`config.mk`:
```
export PLATFORM = sky130hd
export DESIGN_NAME = overlay_layer_negotiator
export DESIGN_NICKNAME = d
export VERILOG_FILES = /design/src/sv/oln_pkg.sv /design/src/sv/oln_busy.sv /design/src/sv/overlay_layer_negotiator.sv
export VERILOG_INCLUDE_DIRS = /design/src /design/src/sv
export SDC_FILE = /design/constraint.sdc
export NUM_CORES = 1
export LEC_CHECK = 0
export BUFFER_PORTS_ARGS = -buffer_cell sky130_fd_sc_hd__buf_2
export CAP_MARGIN = 5
export CORE_MARGIN = 1
export CORE_UTILIZATION = 51
export DETAILED_ROUTE_END_ITERATION = 8
export GPL_TIMING_DRIVEN = 0
export PLACE_DENSITY = 0.76
export SLEW_MARGIN = 20
export SYNTH_ARGS = -nofsm -noshare
export SYNTH_HDL_FRONTEND = slang
export SYNTH_SLANG_ARGS = --single-unit
```
`constraint.sdc`:
```
create_clock -name clk -period 5.36 [get_ports clk]
set_input_delay 0 -clock clk [delete_from_list [all_inputs] [get_ports clk]]
set_output_delay 0 -clock clk [all_outputs]
set_load 0.05 [all_outputs]
```
`src/sv/assert_macros.svh`:
```
// Assertion macros for the RTL; used by overlay_layer_negotiator.
// Needs a clock named clk and an active-low reset named rst_n in scope.
`ifndef ASSERT_MACROS_SVH
`define ASSERT_MACROS_SVH

// Same-cycle implication, checked outside reset.
`define ASSERT_IMP(label, ante, cons, msg) \
  label: assert property (@(posedge clk) disable iff (!rst_n) (ante) |-> (cons)) \
    else $error(msg);

// Next-cycle implication, checked outside reset.
`define ASSERT_NXT(label, ante, cons, msg) \
  label: assert property (@(posedge clk) disable iff (!rst_n) (ante) |=> (cons)) \
    else $error(msg);

`endif

```
`src/sv/oln_pkg.sv`:
```
// Types and constants for the overlay layer negotiator.
// Used by oln_busy and overlay_layer_negotiator; depends on nothing.
package oln_pkg;

  localparam int unsigned NUM_LAYERS      = 4;
  localparam int unsigned VRAM_BLOCKS     = 8;
  localparam int unsigned PICKABLE_BLOCKS = 4;

  localparam logic [7:0] SHOW_FRAMES_RST     = 8'd180;
  localparam logic [7:0] FADE_WAIT_LIMIT_RST = 8'd90;

  localparam logic [1:0] MODE_FADE_IN  = 2'b01;
  localparam logic [1:0] MODE_FADE_OUT = 2'b10;

  localparam logic REG_SHOW_FRAMES = 1'b0;
  localparam logic REG_FADE_WAIT   = 1'b1;

  typedef enum logic [2:0] {
    ACT_NONE       = 3'd0,
    ACT_SHOW       = 3'd1,
    ACT_HOLD       = 3'd2,
    ACT_HIDE_EXP   = 3'd3,
    ACT_HIDE_EVICT = 3'd4,
    ACT_DENY_TEXT  = 3'd5,
    ACT_DENY_LAYER = 3'd6,
    ACT_DENY_BLOCK = 3'd7
  } action_t;

  typedef logic [VRAM_BLOCKS-1:0] blk_mask_t;

  typedef struct packed {
    logic [31:0] unlock_count;
    logic [31:0] display_ctrl;
    logic [15:0] layer0_ctrl;
    logic [15:0] layer1_ctrl;
    logic [15:0] layer2_ctrl;
    logic [15:0] layer3_ctrl;
    logic [15:0] brightness_ctrl;
    logic        text_present;
  } in_word_t;

  typedef struct packed {
    action_t     action;
    logic [1:0]  layer_sel;
    logic [1:0]  block_sel;
    logic [15:0] layer_ctrl_write;
    logic        clear_enable;
    logic [7:0]  status_byte;
    logic [31:0] show_total;
    logic [31:0] deny_total;
    logic [31:0] evict_total;
    logic [31:0] deny_no_layer_total;
  } out_word_t;

  // Overlay control word: char base = block, map base = block*8+2.
  function automatic logic [15:0] overlay_word(input logic [1:0] b);
    overlay_word = (16'({b, 3'b010}) << 8) | (16'(b) << 2);
  endfunction

  function automatic logic fade_active(input logic [15:0] br);
    fade_active = (br[15:14] == MODE_FADE_IN || br[15:14] == MODE_FADE_OUT)
                  && (br[4:0] != 5'd0);
  endfunction

endpackage

```
`src/sv/oln_busy.sv`:
```
// Per-layer VRAM block usage masks from the four layer control words.
// Depends on oln_pkg.
module oln_busy (
  input  logic [15:0]        layer_ctrl [oln_pkg::NUM_LAYERS],
  output oln_pkg::blk_mask_t layer_mask [oln_pkg::NUM_LAYERS]
);

  always_comb begin
    logic [4:0] sb;
    logic [2:0] n;
    logic [5:0] sum;
    for (int i = 0; i < oln_pkg::NUM_LAYERS; i++) begin
      layer_mask[i] = '0;
      // char base past the last block is ignored
      if (!layer_ctrl[i][5]) begin
        layer_mask[i][layer_ctrl[i][4:2]] = 1'b1;
      end
      sb = layer_ctrl[i][12:8];
      unique case (layer_ctrl[i][15:14])
        2'd0:    n = 3'd1;
        2'd3:    n = 3'd4;
        default: n = 3'd2;
      endcase
      // map spans n consecutive 2K screens, 8 per block
      for (int k = 0; k < 4; k++) begin
        sum = 6'(sb) + 6'(k);
        if (3'(k) < n) begin
          layer_mask[i][sum[5:3]] = 1'b1;
        end
      end
    end
  end

endmodule

```
`src/sv/overlay_layer_negotiator.sv`:
```
// Top level of the overlay layer negotiator: frame-tick decision logic,
// counters and the APB register file. Depends on oln_pkg, oln_busy, assert_macros.svh.
//
// Usage:
//  - Input channel (in_valid/in_stall/in_data): one word per video frame tick
//    carrying the unlock count, display control, four layer controls,
//    brightness and the text-present flag.
//  - Output channel (out_valid/out_stall/out_data): exactly one result word per
//    input word, in order: action, layer/block, control word to write,
//    status byte and the four running counters.
//  - The result word is registered: it is in the output register at the edge
//    after acceptance. Throughput is one word per cycle while out_stall is low;
//    the whole decision is a single combinational pass over the registered state.
//  - When the receiver stalls, the result holds in the output register and
//    in_stall rises so no further word is taken until the result is taken.
//  - Reset clears all state and counters and loads show_frames = 180 and
//    fade_wait_limit = 90. The first word after reset only syncs the count.
//  - APB registers: 0x0 show_frames, 0x4 fade_wait_limit (8 bits each).
//    Write them only while the block is idle.
`include "assert_macros.svh"

module overlay_layer_negotiator (
  input  logic              clk,
  input  logic              rst_n,
  input  logic              in_valid,
  output logic              in_stall,
  input  oln_pkg::in_word_t in_data,
  output logic              out_valid,
  input  logic              out_stall,
  output oln_pkg::out_word_t out_data,
  input  logic              psel,
  input  logic              penable,
  input  logic              pwrite,
  input  logic [2:0]        paddr,
  input  logic [31:0]       pwdata,
  output logic [31:0]       prdata,
  output logic              pready
);

  // config registers
  logic [7:0] show_frames_r, fade_wait_r;

  // state
  logic        synced_r, synced_nxt;
  logic [7:0]  frames_r, frames_nxt;
  logic [31:0] last_r, last_nxt;
  logic        owed_r, owed_nxt;
  logic [7:0]  wait_r, wait_nxt;
  logic [1:0]  held_layer_r, held_layer_nxt;
  logic [1:0]  held_block_r, held_block_nxt;
  logic [15:0] saved_ctrl_r, saved_ctrl_nxt;
  logic        saved_en_r, saved_en_nxt;
  logic [7:0]  status_r, status_nxt;
  logic [31:0] cnt_show_r, cnt_show_nxt;
  logic [31:0] cnt_deny_r, cnt_deny_nxt;
  logic [31:0] cnt_evict_r, cnt_evict_nxt;
  logic [31:0] cnt_nolayer_r, cnt_nolayer_nxt;

  logic               out_valid_r;
  oln_pkg::out_word_t out_data_r, out_data_nxt;

  logic in_fire, out_fire, cfg_wr;

  logic [15:0]        layer_ctrl [oln_pkg::NUM_LAYERS];
  oln_pkg::blk_mask_t layer_mask [oln_pkg::NUM_LAYERS];

  assign pready   = 1'b1;
  assign cfg_wr   = psel && penable && pwrite;
  assign prdata   = {24'd0, (paddr[2] == oln_pkg::REG_FADE_WAIT) ? fade_wait_r : show_frames_r};

  assign out_fire = out_valid_r && !out_stall;
  assign in_stall = out_valid_r && out_stall;
  assign in_fire  = in_valid && !in_stall;
  assign out_valid = out_valid_r;
  assign out_data  = out_data_r;

  assign layer_ctrl[0] = in_data.layer0_ctrl;
  assign layer_ctrl[1] = in_data.layer1_ctrl;
  assign layer_ctrl[2] = in_data.layer2_ctrl;
  assign layer_ctrl[3] = in_data.layer3_ctrl;

  oln_busy u_busy (
    .layer_ctrl (layer_ctrl),
    .layer_mask (layer_mask)
  );

  always_comb begin
    logic [7:0]         fr_e, wt_e;
    logic [31:0]        last_e;
    logic               owed_e, fade, l_found, b_found, evicted;
    logic [31:0]        cs_e, cd_e, ce_e, cn_e;
    logic [1:0]         l_pick, b_pick;
    oln_pkg::blk_mask_t busy_held, busy_pick;
    logic [7:0]         fr_dec;

    // first tick: sync count and clear run state
    fr_e   = synced_r ? frames_r : 8'd0;
    wt_e   = synced_r ? wait_r : 8'd0;
    owed_e = synced_r && owed_r;
    last_e = synced_r ? last_r : in_data.unlock_count;
    cs_e   = synced_r ? cnt_show_r : 32'd0;
    cd_e   = synced_r ? cnt_deny_r : 32'd0;
    ce_e   = synced_r ? cnt_evict_r : 32'd0;
    cn_e   = synced_r ? cnt_nolayer_r : 32'd0;

    fade = oln_pkg::fade_active(in_data.brightness_ctrl);

    l_found = 1'b0;
    l_pick  = 2'd0;
    for (int l = 0; l < oln_pkg::NUM_LAYERS; l++) begin
      if (!l_found && !in_data.display_ctrl[8 + l]) begin
        l_found = 1'b1;
        l_pick  = 2'(l);
      end
    end

    busy_held = '0;
    busy_pick = '0;
    for (int i = 0; i < oln_pkg::NUM_LAYERS; i++) begin
      if (2'(i) != held_layer_r) busy_held = busy_held | layer_mask[i];
      if (2'(i) != l_pick)       busy_pick = busy_pick | layer_mask[i];
    end

    b_found = 1'b0;
    b_pick  = 2'd0;
    for (int b = 0; b < oln_pkg::PICKABLE_BLOCKS; b++) begin
      if (!b_found && !busy_pick[b]) begin
        b_found = 1'b1;
        b_pick  = 2'(b);
      end
    end

    evicted = busy_held[3'(held_block_r)];
    fr_dec  = fr_e - 8'd1;

    synced_nxt      = 1'b1;
    frames_nxt      = fr_e;
    last_nxt        = last_e;
    owed_nxt        = owed_e;
    wait_nxt        = wt_e;
    held_layer_nxt  = held_layer_r;
    held_block_nxt  = held_block_r;
    saved_ctrl_nxt  = saved_ctrl_r;
    saved_en_nxt    = saved_en_r;
    status_nxt      = {owed_e, status_r[6:0]};
    cnt_show_nxt    = cs_e;
    cnt_deny_nxt    = cd_e;
    cnt_evict_nxt   = ce_e;
    cnt_nolayer_nxt = cn_e;

    out_data_nxt                  = '0;
    out_data_nxt.action           = oln_pkg::ACT_NONE;

    priority if (fr_e != 8'd0) begin
      out_data_nxt.layer_sel = held_layer_r;
      out_data_nxt.block_sel = held_block_r;
      if (evicted) begin
        cnt_evict_nxt       = ce_e + 32'd1;
        frames_nxt          = 8'd0;
        out_data_nxt.action = oln_pkg::ACT_HIDE_EVICT;
      end else begin
        frames_nxt          = fr_dec;
        out_data_nxt.action = (fr_dec == 8'd0) ? oln_pkg::ACT_HIDE_EXP : oln_pkg::ACT_HOLD;
      end
      if (out_data_nxt.action == oln_pkg::ACT_HOLD) begin
        out_data_nxt.layer_ctrl_write = oln_pkg::overlay_word(held_block_r);
      end else begin
        out_data_nxt.layer_ctrl_write = saved_ctrl_r;
        out_data_nxt.clear_enable     = !saved_en_r;
      end
    end else if (owed_e) begin
      if (fade && wt_e < fade_wait_r) begin
        wait_nxt = wt_e + 8'd1;
      end else begin
        owed_nxt = 1'b0;
        wait_nxt = 8'd0;
        priority if (!in_data.text_present) begin
          cnt_deny_nxt        = cd_e + 32'd1;
          out_data_nxt.action = oln_pkg::ACT_DENY_TEXT;
        end else if (!l_found) begin
          cnt_deny_nxt        = cd_e + 32'd1;
          cnt_nolayer_nxt     = cn_e + 32'd1;
          out_data_nxt.action = oln_pkg::ACT_DENY_LAYER;
        end else if (!b_found) begin
          cnt_deny_nxt        = cd_e + 32'd1;
          out_data_nxt.action = oln_pkg::ACT_DENY_BLOCK;
        end else begin
          held_layer_nxt = l_pick;
          held_block_nxt = b_pick;
          saved_ctrl_nxt = layer_ctrl[l_pick];
          saved_en_nxt   = 1'b0;  // picked layer is the first disabled one
          status_nxt     = {1'b0, wt_e != 8'd0, fade, b_pick, l_pick,
                            in_data.display_ctrl[30]};
          frames_nxt     = show_frames_r;
          cnt_show_nxt   = cs_e + 32'd1;
          out_data_nxt.action           = oln_pkg::ACT_SHOW;
          out_data_nxt.layer_sel        = l_pick;
          out_data_nxt.block_sel        = b_pick;
          out_data_nxt.layer_ctrl_write = oln_pkg::overlay_word(b_pick);
        end
      end
    end else if (in_data.unlock_count > last_e) begin
      last_nxt = in_data.unlock_count;
      owed_nxt = 1'b1;
      wait_nxt = 8'd0;
    end else begin
      // count drop (or no change): just follow it
      last_nxt = in_data.unlock_count;
    end

    out_data_nxt.status_byte         = status_nxt;
    out_data_nxt.show_total          = cnt_show_nxt;
    out_data_nxt.deny_total          = cnt_deny_nxt;
    out_data_nxt.evict_total         = cnt_evict_nxt;
    out_data_nxt.deny_no_layer_total = cnt_nolayer_nxt;
  end

  always_ff @(posedge clk) begin
    if (!rst_n) begin
      show_frames_r <= oln_pkg::SHOW_FRAMES_RST;
      fade_wait_r   <= oln_pkg::FADE_WAIT_LIMIT_RST;
    end else if (cfg_wr) begin
      unique case (paddr[2])
        oln_pkg::REG_SHOW_FRAMES: show_frames_r <= pwdata[7:0];
        oln_pkg::REG_FADE_WAIT:   fade_wait_r   <= pwdata[7:0];
        default: ;
      endcase
    end
  end

  always_ff @(posedge clk) begin
    if (!rst_n) begin
      synced_r      <= 1'b0;
      frames_r      <= '0;
      last_r        <= '0;
      owed_r        <= 1'b0;
      wait_r        <= '0;
      held_layer_r  <= '0;
      held_block_r  <= '0;
      saved_ctrl_r  <= '0;
      saved_en_r    <= 1'b0;
      status_r      <= '0;
      cnt_show_r    <= '0;
      cnt_deny_r    <= '0;
      cnt_evict_r   <= '0;
      cnt_nolayer_r <= '0;
    end else if (in_fire) begin
      synced_r      <= synced_nxt;
      frames_r      <= frames_nxt;
      last_r        <= last_nxt;
      owed_r        <= owed_nxt;
      wait_r        <= wait_nxt;
      held_layer_r  <= held_layer_nxt;
      held_block_r  <= held_block_nxt;
      saved_ctrl_r  <= saved_ctrl_nxt;
      saved_en_r    <= saved_en_nxt;
      status_r      <= status_nxt;
      cnt_show_r    <= cnt_show_nxt;
      cnt_deny_r    <= cnt_deny_nxt;
      cnt_evict_r   <= cnt_evict_nxt;
      cnt_nolayer_r <= cnt_nolayer_nxt;
    end
  end

  always_ff @(posedge clk) begin
    if (!rst_n) begin
      out_valid_r <= 1'b0;
    end else if (in_fire) begin
      out_valid_r <= 1'b1;
    end else if (out_fire) begin
      out_valid_r <= 1'b0;
    end
  end

  always_ff @(posedge clk) begin
    if (in_fire) begin
      out_data_r <= out_data_nxt;
    end
  end

  `ASSERT_NXT(a_word_out, in_fire, out_valid_r, "accepted word produced no result")
  `ASSERT_NXT(a_held_action, in_fire && synced_r && frames_r != 8'd0,
              out_data_r.action == oln_pkg::ACT_HOLD || out_data_r.action == oln_pkg::ACT_HIDE_EXP
              || out_data_r.action == oln_pkg::ACT_HIDE_EVICT,
              "shown overlay gave a non-hold action")
  `ASSERT_NXT(a_show_count, in_fire && synced_r,
              (cnt_show_r != $past(cnt_show_r)) == (out_data_r.action == oln_pkg::ACT_SHOW),
              "show counter out of step with show action")

endmodule

```
Yosys cells after proc, flatten, opt, wreduce, memory -nomap -nowiden:

Cells that the tools add are included.

* bits in registers: 382
* bits of input ports: 187
* output and inout bits: 195
* word-level logic and storage cells: 363

* $add $sub $neg: 18
* $lt $le $gt $ge: 60
* equality and inequality tests: 13
* multiplexer cells: 156
* bitwise operators: 28
* reduce and logical (&&, ||, !) cells: 62

Operator list (number)
* 2-to-1 mux 32 bit: 26
* 2-to-1 mux 8 bit: 20
* adder 32 x 1 -> 32 bit, second input constant: 4
* 2-to-1 mux 4 bit: 28
* bitwise OR 4 bit: 22
* 2-to-1 mux 23 bit: 3
* < comparator 3 x 4 -> 1 bit, second input constant: 16
* 2-to-1 mux 20 bit: 3
* adder 5 x 2 -> 6 bit, second input constant: 8
* demux 1 bit (select 3 bit): 16
* >= comparator 3 x 1 -> 1 bit, second input constant: 16
* 2-to-1 mux 16 bit: 3
* 2-to-1 mux 1 bit: 38
* logical AND 1 bit: 34
* binary-select mux 16 bit (select 2 bit): 1
* > comparator 32 bit: 1
* bitwise OR 13 x 4 -> 13 bit: 2
* adder 5 x 1 -> 6 bit, second input constant: 4
* < comparator 1 x 3 -> 1 bit, first input constant: 8
* < comparator 2 x 3 -> 1 bit, first input constant: 8
* one-hot mux 3 bit (2 select lines): 4
* < comparator 2 x 4 -> 1 bit, second input constant: 5
* nonzero test 8 bit: 2
* 2-to-1 mux 3 bit: 5
* other kinds (24): 60

Longest topological paths before layout:

* depth after elaboration: 36
* depth in mapped cells: 18
* mapped depth without buffers: 11

Modules after synthesis:

Synthesis repeated with hierarchy kept, for this count alone.

* cell total of the unflattened synthesis: 2490
* area, all modules: 21674.5 sq um

By module, submodules not included
* overlay_layer_negotiator: times used 1, cells an instance 2402, area an instance 21087.7 sq um, seq. area each 9248.9 sq um
* oln_busy: times used 1, cells an instance 88, area an instance 586.8 sq um, seq. area each 0.0 sq um

Worst setup path before layout:

No wires, ideal clock.

* path type: reg-to-reg
* start point: reg out_valid_r (netlist: out_valid)
* end point: reg out_data_r, in the netlist out_data[0], enable pin
* library setup time: 585 ps
* data arrival time: 5590 ps
* data required time: 4775 ps
* slack: -815 ps
* cell stages (with the launch flop): 6
* path buffers: 2
* cell sequence: dfxtp_1 -> nand2_1 -> nand2_1 -> clkinv_1 -> clkbuf_1 -> clkbuf_1

* longest elaborated chain between the ends: 3

Ends and longest elaborated chain
* start, declared: RTL line overlay_layer_negotiator.sv:59 `logic out_valid_r;`
* start signal, assigned: RTL line overlay_layer_negotiator.sv:267 `out_valid_r <= 1'b0;`
* start signal, assigned: RTL line overlay_layer_negotiator.sv:269 `out_valid_r <= 1'b1;`
* start signal, assigned: RTL line overlay_layer_negotiator.sv:271 `out_valid_r <= 1'b0;`
* logical AND 1 bit: RTL line overlay_layer_negotiator.sv:72 `assign in_stall = out_valid_r && out_stall;`
* logical NOT 1 bit: RTL line overlay_layer_negotiator.sv:73 `assign in_fire = in_valid && !in_stall;`
* logical AND 1 bit: RTL line overlay_layer_negotiator.sv:73
* via in_fire: RTL line overlay_layer_negotiator.sv:62 `logic in_fire, out_fire, cfg_wr;`
* end signal, assigned: RTL line overlay_layer_negotiator.sv:277 `out_data_r <= out_data_nxt;`
* end, declared: RTL line overlay_layer_negotiator.sv:60 `oln_pkg::out_word_t out_data_r, out_data_nxt;`

The timed path passes the listed nets, and every way through them passes these cells.
A chain may end at the register's enable or synchronous reset.

Final worst setup path:

* start point: reg synced_r
* end point: reg out_data_r, in the netlist out_data[74], data pin

* longest elaborated chain between the ends: 8

Ends and longest elaborated chain
* start, declared: RTL line overlay_layer_negotiator.sv:44 `logic synced_r, synced_nxt;`
* start signal, assigned: RTL line overlay_layer_negotiator.sv:248 `synced_r <= synced_nxt;`
* 2-to-1 mux 32 bit: RTL line overlay_layer_negotiator.sv:102 `cd_e = synced_r ? cnt_deny_r : 32'd0;`
* adder 32 x 1 -> 32 bit: RTL line overlay_layer_negotiator.sv:178, overlay_layer_negotiator.sv:181, overlay_layer_negotiator.sv:185
* 2-to-1 mux 32 bit: RTL line overlay_layer_negotiator.sv:184 `end else if (!b_found) begin`
* 2-to-1 mux 32 bit: RTL line overlay_layer_negotiator.sv:180 `end else if (!l_found) begin`
* 2-to-1 mux 32 bit: RTL line overlay_layer_negotiator.sv:177 `priority if (!in_data.text_present) begin`
* 2-to-1 mux 32 bit: RTL line overlay_layer_negotiator.sv:172 `if (fade && wt_e < fade_wait_r) begin`
* 2-to-1 mux 32 bit: RTL line overlay_layer_negotiator.sv:171 `end else if (owed_e) begin`
* 2-to-1 mux 32 bit *: RTL line overlay_layer_negotiator.sv:154 `priority if (fr_e != 8'd0) begin`
* via cnt_deny_nxt[10]: RTL line overlay_layer_negotiator.sv:55 `logic [31:0] cnt_deny_r, cnt_deny_nxt;`

The timed path passes the listed nets; every way through them passes the cells marked *.

==> results.py <==
metrics = {
    "run_status": {
        "status": "complete, no violations",
    },
    "worst_setup_path": {
        "crit_required_ns": 5.65,
        "crit_end": "out_data[74]",
        "r2r_cells": 15,
        "crit_start": "synced_r",
        "path_cells": "buf_6 > clkbuf_2 > clkbuf_4 > clkbuf_2 > nand2_1 > ha_1 > clkbuf_1 > nand3_1 > nor3_4 > o21ai_2 > nor4_1 > clkbuf_1 > nand3_1 > xor2_1 > nor2_1",
        "cp_slowest_cell": "nor4_1",
        "max_stage_delay_ns": 0.85,
        "cp.arrival_ns": 5.63,
        "startpoint_type": "register",
        "reg2reg_slack_ns": 0.02,
        "worstReg2RegStart": "synced_r",
        "timing.rr.end": "out_data[74]",
        "critPathMaxFanout": 28,
        "end_kind": "register",
        "critPathKind": "register to register",
    },
    "synth": {
        "synth_edf_count": 160,
        "syn_inst": 2288,
        "synth_cell_types": 88,
        "async_flop_share": 0,
        "synth_ff_type": "dfxtp_1",
        "synth_warnings": 0,
        "synth_area_sq_mm": 0.0205,
        "ys_seq_area_frac": 0.451,
        "yosys_register_bits": 382,
        "syn_avg_cell_area_sq_um": 8.96,
    },
    "drt": {
        "first_pass_iters": 8,
        "m1WireLength_mm": 26.9,
        "highest_layer": "met4",
        "route.met2.wl_mm": 31.3,
        "drc": 0,
        "totalWireLength_mm": 68.9,
        "avgRoutedWirePerCell_um": 21.0,
        "drt-vias-per-instance": 6.09,
        "route.met3.wl_mm": 7.21,
        "dr.first_iter.drc_count": 2118,
        "detail-route-antenna-nets": 0,
        "vias": 20001,
    },
    "floorplanning": {
        "rows": 73,
        "ios": 382,
        "die_w_um": 203,
        "core_sq_mm": 0.0397,
        "die_y_um": 203,
        "die_area_sq_mm": 0.0410,
        "start_util": 0.516,
    },
    "grt": {
        "overflow": 0,
        "track_usage": 0.326,
        "grt_antenna_before_repair": 0,
        "first_global_vias": 18698,
        "grt_max_degree": 90,
        "grt_pass1_wl_mm": 104,
    },
    "power_and_ir_drop": {
        "power_leakage_uw": 0.00953,
        "pwr-share-clk": 0.398,
        "combPwrFrac": 0.161,
        "p_int_uw": 5090,
        "ir_drop_mv": 0.197,
        "p_sw_uw": 2070,
        "power_frac_seq": 0.442,
        "powerDensity_mw_per_mm2": 287,
        "netSwitchingFraction": 0.289,
    },
    "finish": {
        "antennaDiodeCount": 0,
        "drive_above_1_share": 0.165,
        "nets": 2959,
        "final_cell_mix": "nand2_1 (350), buf_2 (298), dfxtp_1 (222)",
        "fin_util": 0.627,
        "final_common_cell": "nand2_1",
        "area_growth_pct": 21.5,
    },
    "placed_design": {
        "port_buffers": 293,
        "post-place-ws_ns": -2.12,
        "place_hpwl_mm": 49.3,
        "gp_congestion": 0.988,
    },
    "cts": {
        "h-tree-depth": 2,
        "path_clk_slew_ns": 0.06,
        "cts_num_sinks": 382,
        "cts_root_buf": "clkbuf_16",
        "cts_tree": "yes",
        "cts_buffers": 41,
        "clockBufferDepth": 3,
        "clkLatencyLatePin_ns": 0.58,
    },
    "sta": {
        "maxSlewViolCount": 0,
        "fin_crit_sh": 0.996,
        "rsz0062_at_grt": "no",
        "worst_pin_slew_ns": 1.11,
        "setup_viol": 0,
        "finalHoldViolCount": 0,
        "slew_headroom": 0.253,
        "min_period_ns": 5.34,
        "timing.final.ws_setup_ns": 0.0219,
        "fin_skew_ns": 0.0243,
        "fmax_mhz": 187,
    },
    "hold_path": {
        "hold_path.class": "input port to register",
        "hold_path.startpoint": "in_data[21]",
        "holdPathStages": 4,
    },
    "flow_run": {
        "cap_violations": 0,
    },
}
[flip-flops by register name, summed over array words and instances, names as in the netlist, 8 cells and up]
signal and count:
out_data 160, cnt_deny_r 32, cnt_evict_r 32, cnt_nolayer_r 32, cnt_show_r 32, last_r 32
saved_ctrl_r 16, fade_wait_r 8, frames_r 8, show_frames_r 8, wait_r 8
[cell type report]
| cell class | instances | area, sq um |
|---|---|---|
| fillers | 3346 | 14800 |
| flip-flops and latches | 382 | 9250 |
| plain buffers | 165 | 752 |
| clock buffers | 57 | 1180 |
| inverters | 44 | 165 |
| well taps | 525 | 657 |
| clock inverters | 19 | 148 |
| repair buffers | 373 | 2280 |
| multi-input cells | 1718 | 10500 |
[critical path, delay by kind of cell, from the launching register on]
kind	cells	cell delay (ns)
simple gates	6	1.82
buf+inv	6	2.06
xor+xnor	1	0.29
fa+ha+maj	1	0.15
flops	1	0.44
compound gates	1	0.24
[synthesized netlist by cell type (8+ instances only)]
| library cell | instances | area (sq um) |
|---|---|---|
| nand2_1 | 350 | 1310 |
| dfxtp_1 | 222 | 4440 |
| a21oi_1 | 161 | 806 |
| edfxtp_1 | 160 | 4800 |
| nor2_1 | 160 | 601 |
| o21ai_0 | 146 | 731 |
| clkbuf_1 | 126 | 473 |
| nand3_1 | 101 | 505 |
| xor2_1 | 81 | 709 |
| a31oi_1 | 50 | 313 |
| ha_1 | 47 | 588 |
| nand4_1 | 47 | 294 |
| or3_1 | 46 | 288 |
| mux2i_1 | 43 | 430 |
| inv_1 | 41 | 154 |
| xnor2_1 | 41 | 359 |
| and3_1 | 40 | 250 |
| and2_1 | 35 | 219 |
| nor3_1 | 35 | 175 |
| o31ai_1 | 34 | 255 |
| buf_4 | 25 | 188 |
| nor4_1 | 21 | 131 |
| a21o_1 | 18 | 135 |
| mux4_2 | 16 | 360 |
| o21a_1 | 14 | 105 |
| o211ai_1 | 13 | 97.6 |
| mux2_2 | 11 | 124 |
| nand2b_1 | 11 | 68.8 |
| buf_1 | 10 | 37.5 |
| nor2b_1 | 10 | 62.6 |
| nor4b_1 | 10 | 87.6 |
| o2111ai_1 | 9 | 78.8 |
| or4_1 | 9 | 67.6 |
| a41oi_1 | 8 | 70.1 |
| and4_1 | 8 | 70.1 |
[logic make-up after synthesis]
group / count (synthesis) / synth area share
and+or+nand+nor: 914 / 0.215
AOI/OAI and AO/OA: 539 / 0.164
DFF: 382 / 0.451
buffers and inverters: 211 / 0.0436
xor gates and xnor gates: 122 / 0.0521
muxes: 70 / 0.0446
adders and majority gates: 48 / 0.0292
other: 2 / 0.000366
[through the flow]
step | area (sq um) | std cells | setup TNS (ns) | hold WS, ns | total power [uW]
after floorplan | 20600 | 2311 | 0 | 0.124 | 3930
after CTS | 24900 | 3283 | 0 | 0.00613 | 7150
after global routing | 24900 | 3283 | 0 | 0.0451 | 7350
after global placement | 22700 | 3129 | -365.56 | 0.222 | 4280
final | 24900 | 3283 | 0 | 0.0293 | 7160
after detailed placement | 22800 | 3130 | -365.50 | 0.236 | 4290
[layer usage]
layer  vias to the layer above  global-route usage
li1                       9162                   -
met5                         -                   0
met4                         0               0.167
met1                      9341               0.427
met2                      1233               0.525
met3                       265              0.0488
[worst min path at each step]
stage	to	slack (ns)
4_1_cts	status_r[1]	0.006
3_3_place_gp	out_valid	0.22
2_1_floorplan	show_frames_r[7]	0.12
5_1_grt	saved_ctrl_r[5]	0.05
3_5_place_dp	show_frames_r[5]	0.24
6_report	saved_ctrl_r[4]	0.03
[power groups by stage]
stage / registers (uW) / logic, uW / clock network [uW]
5_1_grt: 3170 / 1210 / 2980
3_3_place_gp: 3230 / 1050 / 0
4_1_cts: 3160 / 1120 / 2870
2_1_floorplan: 3440 / 494 / 0
6_report: 3160 / 1150 / 2850
3_5_place_dp: 3220 / 1070 / 0
[timing repair]
item,in CTS,in global routing
hold endpoints to repair,67,0
gates resized for setup,12,11
endpoints found under the setup margin,364,41
hold buffers,79,0
setup buffers,0,0
Note: power is estimated with default switching activity, not from simulation.
